[config.mk]
export PLATFORM = sky130hd
export DESIGN_NAME = restricted_circular_deque_flat
export DESIGN_NICKNAME = d
export VERILOG_FILES = /design/src/hdl/rcd_pkg.sv /design/src/hdl/rcd_if.sv /design/src/hdl/rcd_ram.sv /design/src/hdl/rcd_ctrl.sv /design/src/hdl/rcd_datapath.sv /design/src/hdl/restricted_circular_deque.sv /design/src/flat_wrapper.sv
export SDC_FILE = /design/constraint.sdc
export NUM_CORES = 1
export LEC_CHECK = 0
export ABC_CLOCK_PERIOD_IN_PS = 7100
export BUFFER_PORTS_ARGS = -buffer_cell sky130_fd_sc_hd__buf_2
export CAP_MARGIN = 20
export CORE_ASPECT_RATIO = 1.4
export CORE_MARGIN = 3
export CORE_UTILIZATION = 28
export CTS_CLUSTER_DIAMETER = 100
export DETAILED_ROUTE_END_ITERATION = 7
export PLACE_DENSITY = 0.45
export SLEW_MARGIN = 20
export SYNTH_ARGS = -nofsm -noshare
export SYNTH_HDL_FRONTEND = slang
export SYNTH_HIERARCHICAL = 1
export SYNTH_SLANG_ARGS = --single-unit
[constraint.sdc]
create_clock -name clk -period 7.1 [get_ports clk]
set_clock_uncertainty 0.2 [all_clocks]
set_input_delay 0.355 -clock clk [delete_from_list [all_inputs] [get_ports clk]]
set_output_delay 0.355 -clock clk [all_outputs]
set_load 0.02 [all_outputs]
[src/hdl/rcd_pkg.sv]
// rcd_pkg: shared constants, codes, types and index helpers for the restricted circular deque
// no dependencies; every other file in hdl/ but rcd_ram refers to it by scoped names

package rcd_pkg;

    localparam int DEPTH  = 16;
    localparam int IDX_W  = (DEPTH > 1) ? $clog2(DEPTH) : 1;
    localparam int WORD_W = 32;
    localparam int REQ_W  = 3;
    localparam int ST_W   = 3;

    typedef logic [IDX_W-1:0]         idx_t;
    typedef logic [REQ_W-1:0]         req_code_t;
    typedef logic [ST_W-1:0]          status_t;
    typedef logic signed [WORD_W-1:0] word_t;

    localparam req_code_t REQ_INS_R   = 3'd0;
    localparam req_code_t REQ_INS_L   = 3'd1;
    localparam req_code_t REQ_DEL_L   = 3'd2;
    localparam req_code_t REQ_DEL_R   = 3'd3;
    localparam req_code_t REQ_DISPLAY = 3'd4;

    localparam status_t ST_OK        = 3'd0;
    localparam status_t ST_OVERFLOW  = 3'd1;
    localparam status_t ST_UNDERFLOW = 3'd2;
    localparam status_t ST_REJECTED  = 3'd3;
    localparam status_t ST_EMPTY     = 3'd4;

    localparam logic MODE_INPUT_RESTRICTED  = 1'b0;
    localparam logic MODE_OUTPUT_RESTRICTED = 1'b1;

    typedef enum logic [1:0] {
        S_IDLE,
        S_EXEC,
        S_DEL,
        S_DISP
    } state_t;

    // what the latched request needs from the controller
    typedef enum logic [1:0] {
        KIND_IMM,
        KIND_DEL,
        KIND_DISP
    } kind_t;

    typedef struct packed {
        logic req_ready;
        logic load_imm;
        logic start_del;
        logic load_del;
        logic start_disp;
        logic disp_step;
    } ctrl_cmd_t;

    typedef struct packed {
        kind_t kind;
        logic  out_free;
        logic  disp_fin;
    } dp_status_t;

    function automatic idx_t next_idx(idx_t i);
        return (i == idx_t'(DEPTH - 1)) ? '0 : i + idx_t'(1);
    endfunction

    function automatic idx_t prev_idx(idx_t i);
        return (i == '0) ? idx_t'(DEPTH - 1) : i - idx_t'(1);
    endfunction

endpackage

[src/hdl/rcd_if.sv]
// rcd_if: valid/ready channel interfaces for request, result and mode configuration
// depends on rcd_pkg for field widths

interface rcd_req_if;
    logic                   valid;
    logic                   ready;
    logic [rcd_pkg::REQ_W-1:0]         req_type;
    logic signed [rcd_pkg::WORD_W-1:0] value;

    modport source (output valid, req_type, value, input ready);
    modport sink   (input valid, req_type, value, output ready);
endinterface

interface rcd_res_if;
    logic                   valid;
    logic                   ready;
    logic [rcd_pkg::ST_W-1:0]          status;
    logic signed [rcd_pkg::WORD_W-1:0] word_out;
    logic                   last;

    modport source (output valid, status, word_out, last, input ready);
    modport sink   (input valid, status, word_out, last, output ready);
endinterface

interface rcd_cfg_if;
    logic valid;
    logic ready;
    logic data;

    modport source (output valid, data, input ready);
    modport sink   (input valid, data, output ready);
endinterface

[src/hdl/rcd_ram.sv]
// rcd_ram: generic single-write, single-read RAM with registered read data
// no dependencies

module rcd_ram #(
    parameter int WIDTH = 32,
    parameter int DEPTH = 16
) (
    input  logic                                      clk,
    input  logic                                      we,
    input  logic [((DEPTH > 1) ? $clog2(DEPTH) : 1)-1:0] waddr,
    input  logic [WIDTH-1:0]                          wdata,
    input  logic                                      re,
    input  logic [((DEPTH > 1) ? $clog2(DEPTH) : 1)-1:0] raddr,
    output logic [WIDTH-1:0]                          rdata
);

    logic [WIDTH-1:0] mem [DEPTH];
    logic [WIDTH-1:0] rdata_reg;

    always_ff @(posedge clk)
    begin
        if (we)
        begin
            mem[waddr] <= wdata;
        end
        if (re)
        begin
            rdata_reg <= mem[raddr];
        end
    end

    assign rdata = rdata_reg;

endmodule

[src/hdl/rcd_ctrl.sv]
// rcd_ctrl: request sequencing state machine of the deque
// depends on rcd_pkg for state, command and status types

module rcd_ctrl (
    input  logic                clk,
    input  logic                rst_n,
    input  logic                req_fire,
    input  rcd_pkg::dp_status_t sts,
    output rcd_pkg::ctrl_cmd_t  cmd
);

    rcd_pkg::state_t state_reg;
    rcd_pkg::state_t state_next;

    always_ff @(posedge clk or negedge rst_n)
    begin
        if (!rst_n)
        begin
            state_reg <= rcd_pkg::S_IDLE;
        end
        else
        begin
            state_reg <= state_next;
        end
    end

    always_comb
    begin
        state_next = state_reg;
        unique case (state_reg)
            rcd_pkg::S_IDLE:
            begin
                if (req_fire)
                begin
                    state_next = rcd_pkg::S_EXEC;
                end
            end
            rcd_pkg::S_EXEC:
            begin
                unique case (sts.kind)
                    rcd_pkg::KIND_IMM:
                    begin
                        if (sts.out_free)
                        begin
                            state_next = rcd_pkg::S_IDLE;
                        end
                    end
                    rcd_pkg::KIND_DEL:  state_next = rcd_pkg::S_DEL;
                    rcd_pkg::KIND_DISP: state_next = rcd_pkg::S_DISP;
                    default:            state_next = rcd_pkg::S_IDLE;
                endcase
            end
            rcd_pkg::S_DEL:
            begin
                if (sts.out_free)
                begin
                    state_next = rcd_pkg::S_IDLE;
                end
            end
            rcd_pkg::S_DISP:
            begin
                if (sts.out_free && sts.disp_fin)
                begin
                    state_next = rcd_pkg::S_IDLE;
                end
            end
            default: state_next = rcd_pkg::S_IDLE;
        endcase
    end

    always_comb
    begin
        cmd = '0;
        unique case (state_reg)
            rcd_pkg::S_IDLE:
            begin
                cmd.req_ready = 1'b1;
            end
            rcd_pkg::S_EXEC:
            begin
                unique case (sts.kind)
                    rcd_pkg::KIND_IMM:  cmd.load_imm   = sts.out_free;
                    rcd_pkg::KIND_DEL:  cmd.start_del  = 1'b1;
                    rcd_pkg::KIND_DISP: cmd.start_disp = 1'b1;
                    default:            cmd            = '0;
                endcase
            end
            rcd_pkg::S_DEL:
            begin
                cmd.load_del = sts.out_free;
            end
            rcd_pkg::S_DISP:
            begin
                cmd.disp_step = sts.out_free;
            end
            default: cmd = '0;
        endcase
    end

endmodule

[src/hdl/rcd_datapath.sv]
// rcd_datapath: indices, empty flag, mode register, word store and result register
// depends on rcd_pkg and rcd_ram

module rcd_datapath (
    input  logic                clk,
    input  logic                rst_n,
    input  logic                req_fire,
    input  rcd_pkg::req_code_t  req_type,
    input  rcd_pkg::word_t      value,
    input  logic                cfg_fire,
    input  logic                cfg_data,
    input  rcd_pkg::ctrl_cmd_t  cmd,
    output rcd_pkg::dp_status_t sts,
    input  logic                res_ready,
    output logic                res_valid,
    output rcd_pkg::status_t    res_status,
    output rcd_pkg::word_t      res_word,
    output logic                res_last
);

    logic               mode_reg;
    rcd_pkg::idx_t      head_reg, head_next;
    rcd_pkg::idx_t      tail_reg, tail_next;
    logic               empty_reg, empty_next;
    rcd_pkg::req_code_t code_reg;
    rcd_pkg::word_t     value_reg;
    rcd_pkg::idx_t      pos_reg;
    rcd_pkg::idx_t      cnt_reg;
    logic               out_valid_reg, out_valid_next;
    rcd_pkg::status_t   status_reg;
    rcd_pkg::word_t     word_reg;
    logic               last_reg;

    logic               full;
    logic               rejected;
    logic               is_insert;
    logic               is_delete;
    rcd_pkg::status_t   imm_status;
    rcd_pkg::kind_t     kind;
    logic               out_free;
    logic               disp_fin;
    logic               ram_we;
    rcd_pkg::idx_t      ram_waddr;
    logic               ram_re;
    rcd_pkg::idx_t      ram_raddr;
    logic [rcd_pkg::WORD_W-1:0] ram_rdata;

    assign full      = !empty_reg && (rcd_pkg::next_idx(tail_reg) == head_reg);
    assign is_insert = (code_reg == rcd_pkg::REQ_INS_R) || (code_reg == rcd_pkg::REQ_INS_L);
    assign is_delete = (code_reg == rcd_pkg::REQ_DEL_L) || (code_reg == rcd_pkg::REQ_DEL_R);
    // mode check and unknown codes win over full and empty
    assign rejected  = (code_reg > rcd_pkg::REQ_DISPLAY)
        || ((code_reg == rcd_pkg::REQ_INS_L) && (mode_reg == rcd_pkg::MODE_INPUT_RESTRICTED))
        || ((code_reg == rcd_pkg::REQ_DEL_R) && (mode_reg == rcd_pkg::MODE_OUTPUT_RESTRICTED));

    always_comb
    begin
        imm_status = rcd_pkg::ST_OK;
        kind       = rcd_pkg::KIND_IMM;
        priority if (rejected)
        begin
            imm_status = rcd_pkg::ST_REJECTED;
        end
        else if (is_insert)
        begin
            imm_status = full ? rcd_pkg::ST_OVERFLOW : rcd_pkg::ST_OK;
        end
        else if (is_delete)
        begin
            if (empty_reg)
                imm_status = rcd_pkg::ST_UNDERFLOW;
            else
                kind = rcd_pkg::KIND_DEL;
        end
        else
        begin
            if (empty_reg)
                imm_status = rcd_pkg::ST_EMPTY;
            else
                kind = rcd_pkg::KIND_DISP;
        end
    end

    assign disp_fin = (pos_reg == tail_reg) || (cnt_reg == rcd_pkg::idx_t'(rcd_pkg::DEPTH - 1));
    assign out_free = !out_valid_reg || res_ready;
    assign sts      = {kind, out_free, disp_fin};

    // index, empty flag and store write updates
    always_comb
    begin
        head_next  = head_reg;
        tail_next  = tail_reg;
        empty_next = empty_reg;
        ram_we     = 1'b0;
        ram_waddr  = '0;
        if (cmd.load_imm && is_insert && !rejected && !full)
        begin
            ram_we = 1'b1;
            priority if (empty_reg)
            begin
                head_next  = '0;
                tail_next  = '0;
                empty_next = 1'b0;
                ram_waddr  = '0;
            end
            else if (code_reg == rcd_pkg::REQ_INS_R)
            begin
                tail_next = rcd_pkg::next_idx(tail_reg);
                ram_waddr = rcd_pkg::next_idx(tail_reg);
            end
            else
            begin
                head_next = rcd_pkg::prev_idx(head_reg);
                ram_waddr = rcd_pkg::prev_idx(head_reg);
            end
        end
        else if (cmd.start_del)
        begin
            priority if (head_reg == tail_reg)
            begin
                head_next  = '0;
                tail_next  = '0;
                empty_next = 1'b1;
            end
            else if (code_reg == rcd_pkg::REQ_DEL_L)
            begin
                head_next = rcd_pkg::next_idx(head_reg);
            end
            else
            begin
                tail_next = rcd_pkg::prev_idx(tail_reg);
            end
        end
    end

    // read port: delete end, display start, or next display position
    always_comb
    begin
        ram_re    = 1'b0;
        ram_raddr = rcd_pkg::next_idx(pos_reg);
        priority if (cmd.start_del)
        begin
            ram_re    = 1'b1;
            ram_raddr = (code_reg == rcd_pkg::REQ_DEL_L) ? head_reg : tail_reg;
        end
        else if (cmd.start_disp)
        begin
            ram_re    = 1'b1;
            ram_raddr = head_reg;
        end
        else if (cmd.disp_step && !disp_fin)
        begin
            ram_re = 1'b1;
        end
    end

    rcd_ram #(
        .WIDTH (rcd_pkg::WORD_W),
        .DEPTH (rcd_pkg::DEPTH)
    ) u_store (
        .clk   (clk),
        .we    (ram_we),
        .waddr (ram_waddr),
        .wdata ($unsigned(value_reg)),
        .re    (ram_re),
        .raddr (ram_raddr),
        .rdata (ram_rdata)
    );

    always_comb
    begin
        out_valid_next = out_valid_reg;
        if (cmd.load_imm || cmd.load_del || cmd.disp_step)
            out_valid_next = 1'b1;
        else if (res_ready)
            out_valid_next = 1'b0;
    end

    always_ff @(posedge clk or negedge rst_n)
    begin
        if (!rst_n)
        begin
            mode_reg      <= rcd_pkg::MODE_INPUT_RESTRICTED;
            head_reg      <= '0;
            tail_reg      <= '0;
            empty_reg     <= 1'b1;
            out_valid_reg <= 1'b0;
        end
        else
        begin
            if (cfg_fire)
                mode_reg <= cfg_data;
            head_reg      <= head_next;
            tail_reg      <= tail_next;
            empty_reg     <= empty_next;
            out_valid_reg <= out_valid_next;
        end
    end

    always_ff @(posedge clk)
    begin
        if (req_fire)
        begin
            code_reg  <= req_type;
            value_reg <= value;
        end
        if (cmd.start_disp)
        begin
            pos_reg <= head_reg;
            cnt_reg <= '0;
        end
        else if (cmd.disp_step && !disp_fin)
        begin
            pos_reg <= rcd_pkg::next_idx(pos_reg);
            cnt_reg <= cnt_reg + rcd_pkg::idx_t'(1);
        end
        priority if (cmd.load_imm)
        begin
            status_reg <= imm_status;
            word_reg   <= '0;
            last_reg   <= 1'b1;
        end
        else if (cmd.load_del || cmd.disp_step)
        begin
            status_reg <= rcd_pkg::ST_OK;
            word_reg   <= $signed(ram_rdata);
            last_reg   <= cmd.load_del ? 1'b1 : disp_fin;
        end
    end

    assign res_valid  = out_valid_reg;
    assign res_status = status_reg;
    assign res_word   = word_reg;
    assign res_last   = last_reg;

endmodule

[src/hdl/restricted_circular_deque.sv]
// restricted_circular_deque: top level joining controller and datapath to the channels
// depends on rcd_pkg, rcd_if, rcd_ctrl, rcd_datapath
//
// usage
//   req: one request per transfer (req_type, value); ready is high only while idle
//   res: results (status, word_out, last); last marks the final result of a request
//   cfg: writes the restriction mode bit; always ready, write only while idle
// request sequence
//   insert, reject, overflow, underflow, empty display: request taken in idle, result
//   registered in the exec state once the output register is free, then back to idle
//   delete: the exec state reads the store, the del state registers the word
//   display: the exec state reads the head word, then the disp state registers one word per
//   cycle while res.ready is high; the store's single read port paces the walk
// reset
//   deque empty, indices zero, input-restricted mode; store contents undefined
// stall
//   a result waits in the output register while res.ready is low; the walk
//   and the next request's execution hold until it is taken

module restricted_circular_deque (
    input  logic      clk,
    input  logic      rst_n,
    rcd_req_if.sink   req,
    rcd_res_if.source res,
    rcd_cfg_if.sink   cfg
);

    rcd_pkg::ctrl_cmd_t  cmd;
    rcd_pkg::dp_status_t sts;
    logic                req_fire;
    logic                cfg_fire;

    assign req.ready = cmd.req_ready;
    assign cfg.ready = 1'b1;
    assign req_fire  = req.valid && cmd.req_ready;
    assign cfg_fire  = cfg.valid;

    rcd_ctrl u_ctrl (
        .clk      (clk),
        .rst_n    (rst_n),
        .req_fire (req_fire),
        .sts      (sts),
        .cmd      (cmd)
    );

    rcd_datapath u_datapath (
        .clk        (clk),
        .rst_n      (rst_n),
        .req_fire   (req_fire),
        .req_type   (req.req_type),
        .value      (req.value),
        .cfg_fire   (cfg_fire),
        .cfg_data   (cfg.data),
        .cmd        (cmd),
        .sts        (sts),
        .res_ready  (res.ready),
        .res_valid  (res.valid),
        .res_status (res.status),
        .res_word   (res.word_out),
        .res_last   (res.last)
    );

endmodule

[src/flat_wrapper.sv]
// flat-port wrapper written by rule: the top's interface ports become plain ports
module restricted_circular_deque_flat 
  (clk, rst_n, req_valid, req_req_type, req_value, req_ready, res_valid, res_status, res_word_out, res_last, res_ready, cfg_valid, cfg_data, cfg_ready);
  rcd_req_if req_i ();
  rcd_res_if res_i ();
  rcd_cfg_if cfg_i ();
  input  logic clk;
  input  logic rst_n;
  input wire logic [$bits(req_i.valid)-1:0] req_valid;
  input wire logic [$bits(req_i.req_type)-1:0] req_req_type;
  input wire logic [$bits(req_i.value)-1:0] req_value;
  output wire logic [$bits(req_i.ready)-1:0] req_ready;
  output wire logic [$bits(res_i.valid)-1:0] res_valid;
  output wire logic [$bits(res_i.status)-1:0] res_status;
  output wire logic [$bits(res_i.word_out)-1:0] res_word_out;
  output wire logic [$bits(res_i.last)-1:0] res_last;
  input wire logic [$bits(res_i.ready)-1:0] res_ready;
  input wire logic [$bits(cfg_i.valid)-1:0] cfg_valid;
  input wire logic [$bits(cfg_i.data)-1:0] cfg_data;
  output wire logic [$bits(cfg_i.ready)-1:0] cfg_ready;
  assign req_i.valid = req_valid;
  assign req_i.req_type = req_req_type;
  assign req_i.value = req_value;
  assign req_ready = req_i.ready;
  assign res_valid = res_i.valid;
  assign res_status = res_i.status;
  assign res_word_out = res_i.word_out;
  assign res_last = res_i.last;
  assign res_i.ready = res_ready;
  assign cfg_i.valid = cfg_valid;
  assign cfg_i.data = cfg_data;
  assign cfg_ready = cfg_i.ready;
  restricted_circular_deque u_core (.clk(clk), .rst_n(rst_n), .req(req_i), .res(res_i), .cfg(cfg_i));
endmodule
Yosys cells after proc, flatten, opt, wreduce, memory -nomap -nowiden

Memory sizes are Yosys's and may differ from the RTL's. A register that Yosys moved wholly into a read port is not among the register bits.
Cells that the tools add are included.

Flip-flop bits (word level): 92
Memory bits (writable): 512
Bits of input ports: 41
Output and inout port bits: 39
Memories kept: 1

Memories:

| name                          | depth | width | rd ports | clocked after memory_dff | write ports | RTL line      | text |
|---|---|---|---|---|---|---|---|
| u_core.u_datapath.u_store.mem | 16    | 32    | 1        | 1                        | 1           | rcd_ram.sv:17 | `logic [WIDTH-1:0] mem [DEPTH];` |

Add/sub/neg operators: 6
Magnitude comparators: 1
Equal/unequal tests: 20
Multiplexer cells: 63
Bitwise gates (word level): 1
Reduce and logical (&&, ||, !) cells: 38

Operators by type and width:

| kind                                                                  | count |
|---|---|
| 4-bit two-way mux                                                     | 25 |
| 1-bit two-way mux                                                     | 21 |
| 2-bit two-way mux                                                     | 9 |
| 3-bit two-way mux                                                     | 6 |
| 4-bit by 1-bit adder with 4-bit output, second input constant         | 4 |
| 4-bit equality test, second input constant                            | 4 |
| 4-bit equality test                                                   | 3 |
| 2-bit nonzero test                                                    | 5 |
| 1-bit logical AND                                                     | 9 |
| 1-bit logical OR                                                      | 9 |
| 4-bit logical NOT                                                     | 2 |
| 2-bit case mux with 4 select lines                                    | 1 |
| 4-bit by 1-bit subtractor with 4-bit output, second input constant    | 2 |
| 2-bit equality test, second input constant                            | 3 |
| 3-bit by 2-bit equality test with 1-bit output, second input constant | 2 |
| 2-bit case mux with 3 select lines                                    | 1 |
| 3-bit AND reduction                                                   | 2 |
| 1-bit logical NOT                                                     | 5 |
| 2-bit by 1-bit equality test with 1-bit output, second input constant | 2 |
| 2-bit logical NOT                                                     | 2 |
| 2-bit AND reduction                                                   | 2 |
| 3-bit by 1-bit equality test with 1-bit output, second input constant | 1 |
| 3-bit greater-than comparator, second input constant                  | 1 |
| 3-bit logical NOT                                                     | 1 |
| other kinds (7)                                                       | 7 |

Logic depth before layout (Yosys ltp)

Depth after elaboration: 14
Mapped depth: 17

Modules after synthesis

The synthesis kept the hierarchy.

By module, submodules not included:

| module                    | times used | cells an instance | area each (um^2) | sequential area each (um^2) |
|---|---|---|---|---|
| rcd_ram                   | 1          | 838               | 20,155.6         | 16,335.7 |
| rcd_datapath              | 1          | 387               | 3,946.3          | 2,278.4 |
| rcd_ctrl                  | 1          | 24                | 206.4            | 50.0 |
| restricted_circular_deque | 1          | 3                 | 17.5             | 0.0 |

Least setup slack after synthesis

No wires, ideal clock.

Path kind: register -> register
From: register u_core.u_datapath.tail_reg[0]
To: memory u_core.u_datapath.u_store.mem[0][0], enable pin
Library setup time: 461 ps
Data arrival time: 4,797 ps
Path slack: 1,642 ps
Stages on the path, launching flop included: 10
Clock period less this slack: 5,458 ps
Path through: dfrtp_1 > buf_2 > inv_1 > ha_1 > xor2_1 > or4_4 > o21ai_1 > a211oi_1 > or3b_2 > nor3_1

Elaborated cells on any way between the ends: 13
Those cells by class: 1 x add/sub; 2 x eq/ne; 7 x mux; 3 x reduce/logical

RTL lines:

| item                                                                                 | RTL line            | text |
|---|---|---|
| start: declaration                                                                   | rcd_datapath.sv:23  | `rcd_pkg::idx_t tail_reg, tail_next;` |
| start signal: assignment                                                             | rcd_datapath.sv:194 | `tail_reg <= tail_next;` |
| 4-bit by 1-bit adder with 4-bit output / 4-bit equality test (equally long branches) | rcd_pkg.sv:62       | `return (i == idx_t'(DEPTH - 1)) ? '0 : i + idx_t'(1);` |
| 4-bit two-way mux *                                                                  | rcd_pkg.sv:62       |  |
| 4-bit equality test                                                                  | rcd_datapath.sv:48  | `assign full = !empty_reg && (rcd_pkg::next_idx(tail_reg) == head_reg);` |
| 1-bit logical AND                                                                    | rcd_datapath.sv:48  |  |
| 1-bit logical NOT                                                                    | rcd_datapath.sv:96  | `if (cmd.load_imm && is_insert && !rejected && !full)` |
| 1-bit logical AND                                                                    | rcd_datapath.sv:96  |  |
| 4-bit two-way mux *                                                                  | rcd_datapath.sv:96  |  |
| via u_core.u_datapath.ram_waddr[2]                                                   | rcd_datapath.sv:43  | `rcd_pkg::idx_t ram_waddr;` |
| end: declaration                                                                     | rcd_ram.sv:17       |  |

Mark *: on every way through the listed nets, which the timed path passes. The rest lies on a longest branch.

==> results.md <==
- Die area: just over 90,000 µm²
- # diodes: 0
- Routed WL: 61,400 µm
- Pleak: 9.32 nW
- Buffers added on ports: between 70 and 80
- Fin nets: about 1,500
- Synth area leader: edfxtp_1
- Syn_nets: around 1,300
- Buf/Inv on CP: 1
- Max Cap Viol: 0
- WP data required: around 7.3 ns
- Ys flop type: edfxtp_1
- Vias per cell: ~4.7
- Clk_lat worst skew: between 0.6 and 0.7 ns
- Tightest Hold Check Type: input pin to flip-flop
- Worst vdd ir: between 200 and 250 µV
- Clock-pin slew on the worst setup and hold paths: ~0.07 ns
- Final period demand of the worst path: ~5 ns
- Core outline area: between 80,000 and 90,000 µm²
- Setup Fix Bufs, Post-CTS: 0
- Post-synth top area share: 0.723
- DR iter-0 viols: approximately 900
- TritonCTS clock tree: built
- EDFF count, synth: around 600
- Synth Cell Area: between 20,000 and 25,000 µm²
- CP Launch Type: flip-flop
- Synth unique cells: 63
- Synth warn: 6
- Die width: ~260 µm
- DRC Markers: 0
- Period utilisation layout: 0.689
- Slowest stage cell, crit path: a21oi_4
- Clock sink total: around 640
- Fin util: 0.336
- Number of global-route vias before repair: about 13,000
- Initial antenna violation count: 1
- Top reg by flops: u_core/u_datapath/u_store/mem
- Initial Util: 0.283
- Root buf cell: clkbuf_16
- Outcome: completed
- Register area share after synthesis: 0.767
- GR Util All Layers: 0.138
- I/O Pins: 80
- Area Growth Syn to Fin: 18.8%
- First-pass GRT wire length: 90,900 µm
- CP peak stage delay: approximately 0.79 ns
- Critical Path End Type: flip-flop
- Dpl hpwl: ~37,000 µm
- Synth Area per Inst: just under 20 µm²
- PwrDens: 364 nW/µm²
- Post-route ant nets: 0
- RSZ-0062 raised after global routing: false
- Slew headroom: 0.330
- Setup Crit Path Kind: flip-flop to flip-flop
- R2R depth: 13
- Final setup viols: 0
- H-tree depth: 2
- Setup TNS: 0 ns
- Congestion Overflow GR: 0
- CTS max path bufs: 3
- Largest register FFs: ~510
- Flops & latches, synth: between 600 and 700
- Final Hold Viols: 0
- Setup slack after layout: 2.21 ns
- CP dominant cell by count: nor2_1
- Ys async rst share: 0.0204
- Largest net degree at the start of global routing: 79
- Place WS: 2.14 ns
- Slew Viols, Final: 0
- Via count: ~12,000
- Worst Hold Depth: 2
- First-pass DRT Iterations: 5
- Cells after synthesis: about 1,300
- Chip height: 355 µm
- CP Depth: 13
- CTS Buf Count: between 50 and 60
- Worst path arrival time: 5.06 ns
- Share of cells above drive strength 1: 0.259
- Worst slew pin tran: between 1 and 1.5 ns
- Area contributors post-synth: edfxtp_1, mux4_2, dfxtp_1
- Average wire per standard cell: roughly 23 µm
- Gate family responsible for the most delay along the worst path: compound AO/OA/AOI/OAI gates
- Largest fanout on the critical path: 20
- # rows: ~130
- Setup slack, reg-to-reg: approximately 2.2 ns
- Crit path cell chain: nor2_1, nand2_1, nor2_1, ha_1, and3_1, nor2_1, a21oi_1, nor2_1, a21oi_4, buf_4, mux4_2, a22oi_1, nand2_1
- F_max: ~0.20 GHz
- Gpl congestion: slightly below 0.8
-- per-layer routing --
layer  vias to the layer above  share of wire  global-route usage
li1                       5336              -                   -
met1                      6503           0.43               0.181
met2                       262           0.50               0.233
met3                        87          0.042              0.0240
met4                         0          0.025              0.0403
met5                         -              0                   0
-- layout by cell type (no fill, tap or decap), types with 8 or more instances in the layout --
cell type and instances:
a21oi_1 46, a22oi_1 64, buf_2 78, buf_4 27
clkbuf_1 23, clkbuf_16 61, clkbuf_8 12, dfrtp_1 12
dfxtp_1 37, dlygate4sd3_1 41, edfxtp_1 586, ha_1 10
inv_1 15, mux4_2 128, nand2_1 110, nor2_1 38
nor2_4 14, xnor2_1 10, xor2_1 8
-- kinds of logic after synthesis --
kind of cell | synth area share
buf+inv | 0.0164
fa+ha+maj | 0.00514
xor+xnor | 0.00715
simple gates | 0.0369
other cells | 0.000154
flops | 0.767
mux | 0.123
compound gates | 0.0435
-- metrics by stage --
step / cell area [µm²] / total power, mW / hold slack [ns] / instances
6_report: 28900 / 10.5 / 0.234 / 2613
5_1_grt: 28900 / 11.1 / 0.201 / 2613
4_1_cts: 28900 / 10.7 / 0.178 / 2613
3_5_place_dp: 26500 / 7.46 / 0.101 / 2460
3_3_place_gp: 26300 / 7.42 / 0.106 / 2450
2_1_floorplan: 24300 / 6.49 / -0.141 / 1252
-- path summary, 6_finish.rpt --
path | endpoint | startpoint
hold reg to reg | u_core/u_datapath/res_word[18]$_SDFFE_PP0P_ | u_core/u_datapath/res_word[18]$_SDFFE_PP0P_
max in group asynchronous | u_core/u_datapath/head_reg[2]$_DFFE_PN0P_ | rst_n
setup reg to reg | u_core/u_datapath/u_store/rdata[30]$_DFFE_PP_ | u_core/u_datapath/code_reg[1]$_DFFE_PP_
hold / removal | u_core/u_datapath/value_reg[3]$_DFFE_PP_ | req_value[3]
setup / recovery | u_core/u_datapath/u_store/rdata[30]$_DFFE_PP_ | u_core/u_datapath/code_reg[1]$_DFFE_PP_
min in group asynchronous | u_core/u_datapath/empty_reg$_DFFE_PN1P_ | rst_n
-- Yosys cell counts, drive strengths merged, types with 3 or more instances --
cell / count
inv: 16
ha: 10
and2: 3
nand2: 110
nand2b: 5
buf: 35
mux4: 128
clkbuf: 36
xnor2: 11
a22oi: 64
or3: 4
nor2: 52
a21o: 3
a31oi: 8
edfxtp: 586
a311oi: 3
dfrtp: 12
o21ai: 11
nor2b: 6
xor2: 8
nor3: 6
mux2i: 9
and3: 5
dfxtp: 37
a21oi: 48
-- worst register-to-register path, cell delays in order (launching register included) --
cell and delay [ns]:
edfxtp_1 0.51, nor2_1 0.21, nand2_1 0.07, nor2_1 0.25, ha_1 0.20, and3_1 0.41, nor2_1 0.10, a21oi_1 0.17
nor2_1 0.09, a21oi_4 0.79, buf_4 0.55, mux4_2 0.59, a22oi_1 0.39, nand2_1 0.09
-- power by group --
part | switching [mW] | leakage, nW | internal [mW]
clock | 1.38 | 0.966 | 1.86
combinational | 1.45 | 2.61 | 0.991
sequential | 0.335 | 5.74 | 4.52
-- cell type report --
cell class | instances | area [µm²]
clock inverter | 16 | 195
multi-input combinational | 529 | 5430
timing repair buffer | 159 | 1310
tap | 1161 | 1450
sequential | 636 | 18700
inverter | 16 | 60.1
clock buffer | 96 | 1780
fill | 8111 | 57100
-- timing repair --
item,4_1_cts,5_1_grt
gates resized for setup,0,0
endpoints found under the hold margin,51,0
hold buffers,41,0
(Power assumes the default switching activity.)
